<file path="src/rtl/bmh_pkg.sv">
`default_nettype none
package bmh_pkg;

    localparam int AVG_DEPTH = 8;                  // power of two
    localparam int AVG_SHIFT = $clog2(AVG_DEPTH);
    localparam int SAMPLE_W  = 16;
    localparam int SUM_W     = SAMPLE_W + AVG_SHIFT;
    localparam int CODE_W    = 12;
    localparam int CMP_W     = 18;
    localparam int VOLT_HYST = 200;
    localparam int CURR_HYST = 500;

    typedef enum logic {
        OP_SAMPLE = 1'b0,
        OP_CLEAR  = 1'b1
    } op_t;

    typedef enum logic [3:0] {
        CFG_VOLTAGE_GAIN    = 4'd0,
        CFG_CURRENT_OFFSET  = 4'd1,
        CFG_CURRENT_GAIN    = 4'd2,
        CFG_MIN_BATTERY     = 4'd3,
        CFG_LOW_BATTERY     = 4'd4,
        CFG_BATTERY_PRESENT = 4'd5,
        CFG_OVERVOLT        = 4'd6,
        CFG_OVERCURRENT     = 4'd7
    } cfg_idx_t;

    typedef struct packed {
        logic [15:0] voltage_gain;
        logic [11:0] current_offset;
        logic [15:0] current_gain;
        logic [15:0] min_battery_level;
        logic [15:0] low_battery_level;
        logic [15:0] battery_present_level;
        logic [15:0] overvolt_level;
        logic [14:0] overcurrent_level;
    } bmh_cfg_t;

    typedef struct packed {
        op_t                     op;
        logic [SUM_W-1:0]        vsum;
        logic signed [SUM_W-1:0] csum;
    } bmh_sum_item_t;

    typedef struct packed {
        logic [15:0]        avg_voltage;
        logic signed [15:0] avg_current;
        logic               on_external;
        logic               battery_low;
        logic               overvolt_error;
        logic               overcurrent_error;
        logic               min_battery_error;
        logic               any_error;
    } bmh_result_t;

endpackage
`default_nettype wire

</file>
<file path="src/rtl/battery_monitor_hysteresis.sv">
`default_nettype none
// Battery monitor: takes one word per clock while the output is not stalled and returns
// one result word for each, through the scaling, window-sum and comparator registers;
// the window sum is updated behind the eight-cell window shift line, and the comparator
// stage follows it. Input tuser is the opcode (0 sample, 1 clear
// error latches). The window and all comparator state clear at reset. Configuration
// writes take effect at once and belong in idle periods; indexes beyond 7 are ignored.
module battery_monitor_hysteresis
    import bmh_pkg::*;
(
    input  wire logic        clk,
    input  wire logic        rst_n,
    input  wire logic        s_axis_tvalid,
    output logic             s_axis_tready,
    // [11:0] voltage_code, [23:12] current_code
    input  wire logic [23:0] s_axis_tdata,
    // [0] opcode
    input  wire logic        s_axis_tuser,
    output logic             m_axis_tvalid,
    input  wire logic        m_axis_tready,
    // [15:0] avg_voltage, [31:16] avg_current, [32] on_external, [33] battery_low,
    // [34] overvolt_error, [35] overcurrent_error, [36] min_battery_error,
    // [37] any_error, [39:38] zero
    output logic [39:0]      m_axis_tdata,
    input  wire logic        cfg_valid,
    output logic             cfg_ready,
    input  wire logic [3:0]  cfg_index,
    input  wire logic [15:0] cfg_data
);

    bmh_cfg_t cfg_reg;

    assign cfg_ready = 1'b1;

    always_ff @(posedge clk or negedge rst_n)
    begin
        if (!rst_n)
        begin
            cfg_reg.voltage_gain          <= 16'd256;
            cfg_reg.current_offset        <= 12'd2048;
            cfg_reg.current_gain          <= 16'd256;
            cfg_reg.min_battery_level     <= 16'd3300;
            cfg_reg.low_battery_level     <= 16'd3500;
            cfg_reg.battery_present_level <= 16'd1000;
            cfg_reg.overvolt_level        <= 16'd4300;
            cfg_reg.overcurrent_level     <= 15'd10000;
        end
        else if (cfg_valid && cfg_ready)
        begin
            case (cfg_index)
                CFG_VOLTAGE_GAIN:    cfg_reg.voltage_gain          <= cfg_data;
                CFG_CURRENT_OFFSET:  cfg_reg.current_offset        <= cfg_data[11:0];
                CFG_CURRENT_GAIN:    cfg_reg.current_gain          <= cfg_data;
                CFG_MIN_BATTERY:     cfg_reg.min_battery_level     <= cfg_data;
                CFG_LOW_BATTERY:     cfg_reg.low_battery_level     <= cfg_data;
                CFG_BATTERY_PRESENT: cfg_reg.battery_present_level <= cfg_data;
                CFG_OVERVOLT:        cfg_reg.overvolt_level        <= cfg_data;
                CFG_OVERCURRENT:     cfg_reg.overcurrent_level     <= cfg_data[14:0];
                default:             ;
            endcase
        end
    end

    // pipeline control
    logic v1_reg, v2_reg, out_valid_reg;
    logic ready1, ready2, ready3;
    logic load2, load3;

    assign ready3        = !out_valid_reg || m_axis_tready;
    assign ready2        = !v2_reg || ready3;
    assign ready1        = !v1_reg || ready2;
    assign s_axis_tready = ready1;
    assign load2         = v1_reg && ready2;
    assign load3         = v2_reg && ready3;
    assign m_axis_tvalid = out_valid_reg;

    always_ff @(posedge clk or negedge rst_n)
    begin
        if (!rst_n)
        begin
            v1_reg        <= 1'b0;
            v2_reg        <= 1'b0;
            out_valid_reg <= 1'b0;
        end
        else
        begin
            if (ready1)
                v1_reg <= s_axis_tvalid;
            if (ready2)
                v2_reg <= v1_reg;
            if (ready3)
                out_valid_reg <= v2_reg;
        end
    end

    // stage 1: scaling
    logic [SAMPLE_W-1:0]        volt_scaled;
    logic signed [SAMPLE_W-1:0] curr_scaled;
    op_t                        op1_reg;
    logic [SAMPLE_W-1:0]        volt1_reg;
    logic signed [SAMPLE_W-1:0] curr1_reg;

    bmh_scale u_scale (
        .cfg          (cfg_reg),
        .voltage_code (s_axis_tdata[11:0]),
        .current_code (s_axis_tdata[23:12]),
        .volt_scaled  (volt_scaled),
        .curr_scaled  (curr_scaled)
    );

    always_ff @(posedge clk)
    begin
        if (ready1)
        begin
            op1_reg   <= op_t'(s_axis_tuser);
            volt1_reg <= volt_scaled;
            curr1_reg <= curr_scaled;
        end
    end

    // stage 2: window shift line and running sums
    logic                       shift;
    logic [SAMPLE_W-1:0]        chain_volt [AVG_DEPTH+1];
    logic signed [SAMPLE_W-1:0] chain_curr [AVG_DEPTH+1];
    logic [SUM_W-1:0]           vsum_reg, vsum_next;
    logic signed [SUM_W-1:0]    csum_reg, csum_next;
    bmh_sum_item_t              item2_reg;

    assign shift         = load2 && op1_reg == OP_SAMPLE;
    assign chain_volt[0] = volt1_reg;
    assign chain_curr[0] = curr1_reg;

    for (genvar i = 0; i < AVG_DEPTH; i++)
    begin : g_cell
        bmh_cell u_cell (
            .clk      (clk),
            .rst_n    (rst_n),
            .shift    (shift),
            .volt_in  (chain_volt[i]),
            .curr_in  (chain_curr[i]),
            .volt_out (chain_volt[i+1]),
            .curr_out (chain_curr[i+1])
        );
    end

    always_comb
    begin
        vsum_next = vsum_reg;
        csum_next = csum_reg;
        if (op1_reg == OP_SAMPLE)
        begin
            // add the newest entry, drop the oldest at the end of the line
            vsum_next = vsum_reg + SUM_W'(volt1_reg) - SUM_W'(chain_volt[AVG_DEPTH]);
            csum_next = csum_reg + SUM_W'(curr1_reg) - SUM_W'(chain_curr[AVG_DEPTH]);
        end
    end

    always_ff @(posedge clk or negedge rst_n)
    begin
        if (!rst_n)
        begin
            vsum_reg <= '0;
            csum_reg <= '0;
        end
        else if (shift)
        begin
            vsum_reg <= vsum_next;
            csum_reg <= csum_next;
        end
    end

    always_ff @(posedge clk)
    begin
        if (ready2)
        begin
            item2_reg.op   <= op1_reg;
            item2_reg.vsum <= vsum_next;
            item2_reg.csum <= csum_next;
        end
    end

    // stage 3: comparators, latches and output word
    bmh_result_t result;

    bmh_detect u_detect (
        .clk    (clk),
        .rst_n  (rst_n),
        .load   (load3),
        .cfg    (cfg_reg),
        .item   (item2_reg),
        .result (result)
    );

    always_ff @(posedge clk)
    begin
        if (ready3)
        begin
            m_axis_tdata <= {2'b00, result.any_error, result.min_battery_error,
                             result.overcurrent_error, result.overvolt_error,
                             result.battery_low, result.on_external,
                             result.avg_current, result.avg_voltage};
        end
    end

`ifndef SYNTHESIS
    a_any_error_or: assert property (@(posedge clk) disable iff (!rst_n)
        m_axis_tvalid |-> m_axis_tdata[37] == (|m_axis_tdata[36:34]))
        else $error("any_error differs from the OR of the latches");

    a_low_not_external: assert property (@(posedge clk) disable iff (!rst_n)
        m_axis_tvalid |-> !(m_axis_tdata[32] && m_axis_tdata[33]))
        else $error("battery_low set while on external power");

    a_stall_blocks_input: assert property (@(posedge clk) disable iff (!rst_n)
        v1_reg && v2_reg && out_valid_reg && !m_axis_tready |-> !s_axis_tready)
        else $error("input accepted with a full pipeline");
`endif

endmodule
`default_nettype wire

</file>
<file path="src/rtl/bmh_scale.sv">
`default_nettype none
module bmh_scale
    import bmh_pkg::*;
(
    input  var bmh_cfg_t                 cfg,
    input  wire logic [CODE_W-1:0]       voltage_code,
    input  wire logic [CODE_W-1:0]       current_code,
    output logic [SAMPLE_W-1:0]          volt_scaled,
    output logic signed [SAMPLE_W-1:0]   curr_scaled
);

    logic [27:0]        vprod;
    logic [19:0]        vq;
    logic signed [12:0] cdiff;
    logic signed [29:0] cprod;
    logic signed [21:0] cq;

    assign vprod = 28'(voltage_code) * 28'(cfg.voltage_gain);
    assign vq    = vprod[27:8];

    always_comb
    begin
        if (|vq[19:16])
            volt_scaled = '1;
        else
            volt_scaled = vq[15:0];
    end

    assign cdiff = $signed({1'b0, current_code}) - $signed({1'b0, cfg.current_offset});
    assign cprod = 30'(cdiff) * $signed({13'b0, cfg.current_gain});
    // floor toward minus infinity, as an arithmetic shift does
    assign cq    = 22'(cprod >>> 8);

    always_comb
    begin
        if (cq > 22'sd32767)
            curr_scaled = 16'sh7FFF;
        else if (cq < -22'sd32768)
            curr_scaled = 16'sh8000;
        else
            curr_scaled = cq[15:0];
    end

endmodule
`default_nettype wire

</file>
<file path="src/rtl/bmh_cell.sv">
`default_nettype none
module bmh_cell
    import bmh_pkg::*;
(
    input  wire logic                        clk,
    input  wire logic                        rst_n,
    input  wire logic                        shift,
    input  wire logic [SAMPLE_W-1:0]         volt_in,
    input  wire logic signed [SAMPLE_W-1:0]  curr_in,
    output logic [SAMPLE_W-1:0]              volt_out,
    output logic signed [SAMPLE_W-1:0]       curr_out
);

    logic [SAMPLE_W-1:0]        volt_reg;
    logic signed [SAMPLE_W-1:0] curr_reg;

    always_ff @(posedge clk or negedge rst_n)
    begin
        if (!rst_n)
        begin
            volt_reg <= '0;
            curr_reg <= '0;
        end
        else if (shift)
        begin
            volt_reg <= volt_in;
            curr_reg <= curr_in;
        end
    end

    assign volt_out = volt_reg;
    assign curr_out = curr_reg;

endmodule
`default_nettype wire

</file>
<file path="src/rtl/bmh_detect.sv">
`default_nettype none
module bmh_detect
    import bmh_pkg::*;
(
    input  wire logic       clk,
    input  wire logic       rst_n,
    input  wire logic       load,
    input  var bmh_cfg_t    cfg,
    input  var bmh_sum_item_t item,
    output bmh_result_t     result
);

    localparam int OV = 0;
    localparam int OC = 1;
    localparam int MB = 2;
    localparam int LB = 3;
    localparam int BP = 4;

    logic [4:0] flags_reg, flags_next;
    logic       ext_reg, ext_next;
    logic [2:0] latch_reg, latch_next;

    logic [SAMPLE_W-1:0]        avg_v;
    logic signed [SUM_W-1:0]    csum_adj;
    logic signed [SAMPLE_W-1:0] avg_c, cur_c;
    logic signed [CMP_W-1:0]    vv, cc;
    logic signed [CMP_W-1:0]    ov_hi, ov_lo, oc_hi, oc_lo;
    logic signed [CMP_W-1:0]    mb_lo, mb_hi, lb_lo, lb_hi, bp_lo, bp_hi;

    function automatic logic hyst(input logic flag, input logic signed [CMP_W-1:0] v,
                                  input logic signed [CMP_W-1:0] lo,
                                  input logic signed [CMP_W-1:0] hi);
        logic r;
        if (v > hi)
            r = 1'b1;
        else if (v < lo)
            r = 1'b0;
        else
            r = flag;
        return r;
    endfunction

    assign avg_v    = SAMPLE_W'(item.vsum >> AVG_SHIFT);
    // truncate toward zero: bias negative sums before the shift
    assign csum_adj = item.csum[SUM_W-1] ? item.csum + SUM_W'(AVG_DEPTH - 1) : item.csum;
    assign avg_c    = SAMPLE_W'(csum_adj >>> AVG_SHIFT);
    assign cur_c    = ext_reg ? '0 : avg_c;

    assign vv    = $signed({2'b00, avg_v});
    assign cc    = CMP_W'(cur_c);
    assign ov_hi = $signed({2'b00, cfg.overvolt_level});
    assign ov_lo = ov_hi - CMP_W'(VOLT_HYST);
    assign oc_hi = $signed({3'b000, cfg.overcurrent_level});
    assign oc_lo = oc_hi - CMP_W'(CURR_HYST);
    assign mb_lo = $signed({2'b00, cfg.min_battery_level});
    assign mb_hi = mb_lo + CMP_W'(VOLT_HYST);
    assign lb_lo = $signed({2'b00, cfg.low_battery_level});
    assign lb_hi = lb_lo + CMP_W'(VOLT_HYST);
    assign bp_lo = $signed({2'b00, cfg.battery_present_level});
    assign bp_hi = bp_lo + CMP_W'(VOLT_HYST);

    always_comb
    begin
        flags_next = flags_reg;
        ext_next   = ext_reg;
        latch_next = '0;
        if (item.op == OP_SAMPLE)
        begin
            flags_next[OV] = hyst(flags_reg[OV], vv, ov_lo, ov_hi);
            flags_next[OC] = hyst(flags_reg[OC], cc, oc_lo, oc_hi);
            flags_next[MB] = hyst(flags_reg[MB], vv, mb_lo, mb_hi);
            flags_next[LB] = hyst(flags_reg[LB], vv, lb_lo, lb_hi);
            flags_next[BP] = hyst(flags_reg[BP], vv, bp_lo, bp_hi);
            ext_next       = !flags_next[BP];
            latch_next     = latch_reg | {!flags_next[MB] && !ext_next,
                                          flags_next[OC], flags_next[OV]};
        end
    end

    always_ff @(posedge clk or negedge rst_n)
    begin
        if (!rst_n)
        begin
            flags_reg <= '0;
            ext_reg   <= 1'b0;
            latch_reg <= '0;
        end
        else if (load)
        begin
            flags_reg <= flags_next;
            ext_reg   <= ext_next;
            latch_reg <= latch_next;
        end
    end

    always_comb
    begin
        result.avg_voltage       = avg_v;
        result.avg_current       = cur_c;
        result.on_external       = ext_next;
        result.battery_low       = !flags_next[LB] && !ext_next;
        result.overvolt_error    = latch_next[0];
        result.overcurrent_error = latch_next[1];
        result.min_battery_error = latch_next[2];
        result.any_error         = |latch_next;
    end

`ifndef SYNTHESIS
    a_clear_drops_latches: assert property (@(posedge clk) disable iff (!rst_n)
        load && item.op == OP_CLEAR |=> latch_reg == '0)
        else $error("error latches not cleared by clear word");

    a_latches_sticky: assert property (@(posedge clk) disable iff (!rst_n)
        load && item.op == OP_SAMPLE |=> (latch_reg & $past(latch_reg)) == $past(latch_reg))
        else $error("error latch dropped by a sample word");

    a_clear_keeps_flags: assert property (@(posedge clk) disable iff (!rst_n)
        load && item.op == OP_CLEAR |=> flags_reg == $past(flags_reg) && ext_reg == $past(ext_reg))
        else $error("comparator state moved on a clear word");
`endif

endmodule
`default_nettype wire

</file>
<file path="config.mk">
export PLATFORM = sky130hd
export DESIGN_NAME = battery_monitor_hysteresis
export DESIGN_NICKNAME = d
export VERILOG_FILES = /design/src/rtl/bmh_pkg.sv /design/src/rtl/battery_monitor_hysteresis.sv /design/src/rtl/bmh_scale.sv /design/src/rtl/bmh_cell.sv /design/src/rtl/bmh_detect.sv
export SDC_FILE = /design/constraint.sdc
export NUM_CORES = 2
export LEC_CHECK = 0
export ABC_CLOCK_PERIOD_IN_PS = 19450
export BUFFER_PORTS_ARGS = -buffer_cell sky130_fd_sc_hd__buf_4
export CAP_MARGIN = 20
export CORE_UTILIZATION = 35
export DETAILED_ROUTE_END_ITERATION = 10
export SLEW_MARGIN = 10
export SYNTH_ARGS = -nofsm -noshare
export SYNTH_HDL_FRONTEND = slang
export SYNTH_SLANG_ARGS = --single-unit
export TNS_END_PERCENT = 30
</file>
<file path="constraint.sdc">
create_clock -name clk -period 19.45 [get_ports clk]
set_input_delay 1.945 -clock clk [delete_from_list [all_inputs] [get_ports clk]]
set_output_delay 1.945 -clock clk [all_outputs]
set_load 0.01 [all_outputs]
</file>
==> results.md <==
Critical path
• register — crit end category
• input port — type of origin of the critical path
• 0.53 ns — delay of the slowest cell on the worst path
• s_axis_tdata[12] — CP Launch Point
• input port to register — worst setup path category
• fa_1 — cell at the slowest stage of the critical path
• 19.84 ns — worst endpoint required time
• 16 — CP Max Fanout
• cfg_reg[95]$_DFFE_PN0P_ — Critical R2R Launch
• 29 — R2R depth
• 10.52 ns — Critical Path AT
• fa_1 — CP dominant cell by count

Yosys
• 536 — post-synthesis sequential element count
• adder cells — largest family of logic cells by synthesized area
• 0.173 — simple-gate area share of the yosys netlist
• 0.800 — proportion of synthesized flip-flops having asynchronous set or reset
• 0.0274 — fraction of synthesized area in multiplexers
• 0.0821 — complex-gate fraction of the synthesized area
• dfrtp_1 — most area-hungry cell type in the Yosys netlist
• dfrtp_1 (25%), fa_1 (16%), ha_1 (11%) — biggest area contributors in the synthesized netlist
• 4316 — cell count after synthesis
• 0.0404 mm² — mapped cell area
• 0.0303 — xor and xnor area share after synthesis
• 9.36 µm² — average cell area after synthesis
• 0.346 — sequential cell area fraction in the yosys report
• 0 — number of warning messages in the yosys log
• dfrtp_1 — primary flip-flop cell chosen by synthesis mapping
• 107 — number of enable-type register cells in the synthesized netlist
• 0.246 — top cell type's share of synthesized area
• 78 — number of distinct library cells after synthesis
• 0.274 — adder and majority gate portion of the synthesized area

Clock network
• 61 — TritonCTS Buffers
• clkbuf_16 — clock root buffer
• 0.65 ns — Skew-Pair Late Insertion Delay
• 2 — H-tree level count
• yes — CTS tree
• 0.06 ns — clock transition at the registers of the reported paths
• 0 — post-CTS setup buffers
• 536 — number of sinks driven by the clock tree
• 3 — Longest Clk Path Bufs
• 0 — number of hold buffers added after CTS
• 0 — post-cts repair resize count

Min path
• register to register — worst hold-check path type
• 2 — worst hold path stage count
• g_cell[5].u_cell.curr_out[3]$_DFFE_PN0P_ — Worst Hold Launch

Die
• 124 — placement row count
• 0.114 mm² — area of the core
• 0.117 mm² — area of the die
• 0.353 — initial core utilization
• 342 µm — y dimension of the die
• 93 — I/O pin count
• 342 µm — width of the die

Cells and area
• 0 — diode count
• 10.8% — area added between synthesis and finish
• 5071 — Final Net Count
• 5898 — number of standard cells in the final layout excluding fillers
• 0.0830 — share of layout cells above drive strength 1

Timing
• false — unrepaired setup endpoints after global routing
• 0 — Max Slew Vio Count
• 0 — number of endpoints failing setup at the final stage
• 0.521 — post-route fraction of the period consumed by the critical path
• 0.0250 ns — clock skew after layout
• 0 — number of hold violations in the final report
• 1.17 ns — worst slew pin tran
• 0.223 — relative slew slack
• 10.13 ns — minimum clock period
• 0.0987 GHz — Max Clk Rate
• 0.449 ns — Worst Hold Slack
• 0 ns — total negative slack

Routing
• 16.3 µm — WL per Instance
• 1667 — violation count after the first detailed-route iteration
• 5 — Pre-antenna DRT Iters
• 96200 µm — total detailed-routing wirelength
• 4.90 — vias per cell
• 0 — DRC
• 28900 — Via Count
• 0 — post-detailed-route count of antenna-violating nets

Flow run
• 0 — number of maximum-capacitance constraint violations

Status
• finished, final reports clean — outcome

Placed design
• 69300 µm — Final HPWL DP
• 5781 — instance count after placement with tap cells included
• 0.870 — global placer's final weighted congestion
• 89 — Port Buf Inserts

GRT
• 29300 — via count of the first global-routing pass
• 0.169 — overall fraction of global-route tracks in use
• 253 — maximum number of pins on one net before global-route repair
• 5 — number of antenna violations at the first check in global routing
• 0 — total congestion overflow after global routing
• 158000 µm — first-pass GRT wire length

-- through the flow --
step                cell area, µm²  setup slack (ns)  utilization
floorplan                    40400              9.42            -
global placement             42600              8.87        0.372
detailed placement           42600              8.80        0.372
CTS                          44800              9.42        0.391
global route                 44800              8.74        0.391
finish                       44800              9.32        0.391
-- cell type report --
cell class / count / area [µm²]
fill: 11400 / 69600
timing repair buffer: 119 / 917
clock inverter: 31 / 430
sequential: 536 / 14000
inverter: 542 / 2030
tap: 1512 / 1890
clock buffer: 85 / 1740
multi-input combinational: 3073 / 23800
-- worst max-delay path: cells and delay by family --
kind,cells,cell delay [ns]
buffers and inverters,4,0.22
adder cells (fa/ha/maj),9,3.81
XOR/XNOR,1,0.36
AND/OR/NAND/NOR,6,1.51
AO/OA/AOI/OAI,11,2.65
-- Yosys cell counts (all sizes together) (36+ instances only) --
master  number
xnor2       94
dfrtp      397
nor2b       36
nor2        88
ha         361
mux2        86
nand2b      55
clkbuf     154
edfxtp     107
and2       109
inv        542
nand2     1128
fa         327
o21ai      216
nor3        38
nand3       44
a21oi      102
xor2        45
a21o        61
-- per-layer routing --
metal	up-vias	GRT usage	routed length (µm)
met5	-	0	23
met4	4	0.0572	3190
met3	157	0.0265	5560
met2	638	0.266	42600
met1	14200	0.237	44800
li1	13900	-	-
-- kinds of logic after synthesis --
family	Yosys count
xor+xnor	139
other cells	2
simple gates	1610
fa+ha+maj	688
buf+inv	708
mux	100
flops	536
compound gates	533
-- cells in the final DEF (no fill, tap or decap), types with 44 or more instances in the layout --
| master | count |
|---|---|
| nand2_1 | 1127 |
| inv_1 | 542 |
| dfrtp_1 | 397 |
| ha_1 | 361 |
| fa_1 | 327 |
| o21ai_0 | 213 |
| buf_4 | 116 |
| and2_1 | 108 |
| edfxtp_1 | 107 |
| a21oi_1 | 102 |
| xnor2_1 | 93 |
| nor2_1 | 88 |
| mux2_2 | 86 |
| clkbuf_16 | 62 |
| a21o_1 | 61 |
| nand2b_1 | 54 |
| xor2_1 | 45 |
| nand3_1 | 44 |
-- worst paths after layout --
check	endpoint	slack (ns)
worst max-delay path	curr1_reg[14]$_SDFFCE_PN1P_	9.32
worst min-delay path	g_cell[6].u_cell.curr_out[3]$_DFFE_PN0P_	0.45
worst max register to register	curr1_reg[14]$_SDFFCE_PN1P_	10.34
worst min register to register	g_cell[6].u_cell.curr_out[3]$_DFFE_PN0P_	0.45
max in group asynchronous	cfg_reg[99]$_DFFE_PN0P_	14.92
min in group asynchronous	g_cell[3].u_cell.curr_out[13]$_DFFE_PN0P_	1.34
Power is left out: the tool's default activity adds up to more than one toggle a clock period on the data nets, which glitch-free logic cannot reach.
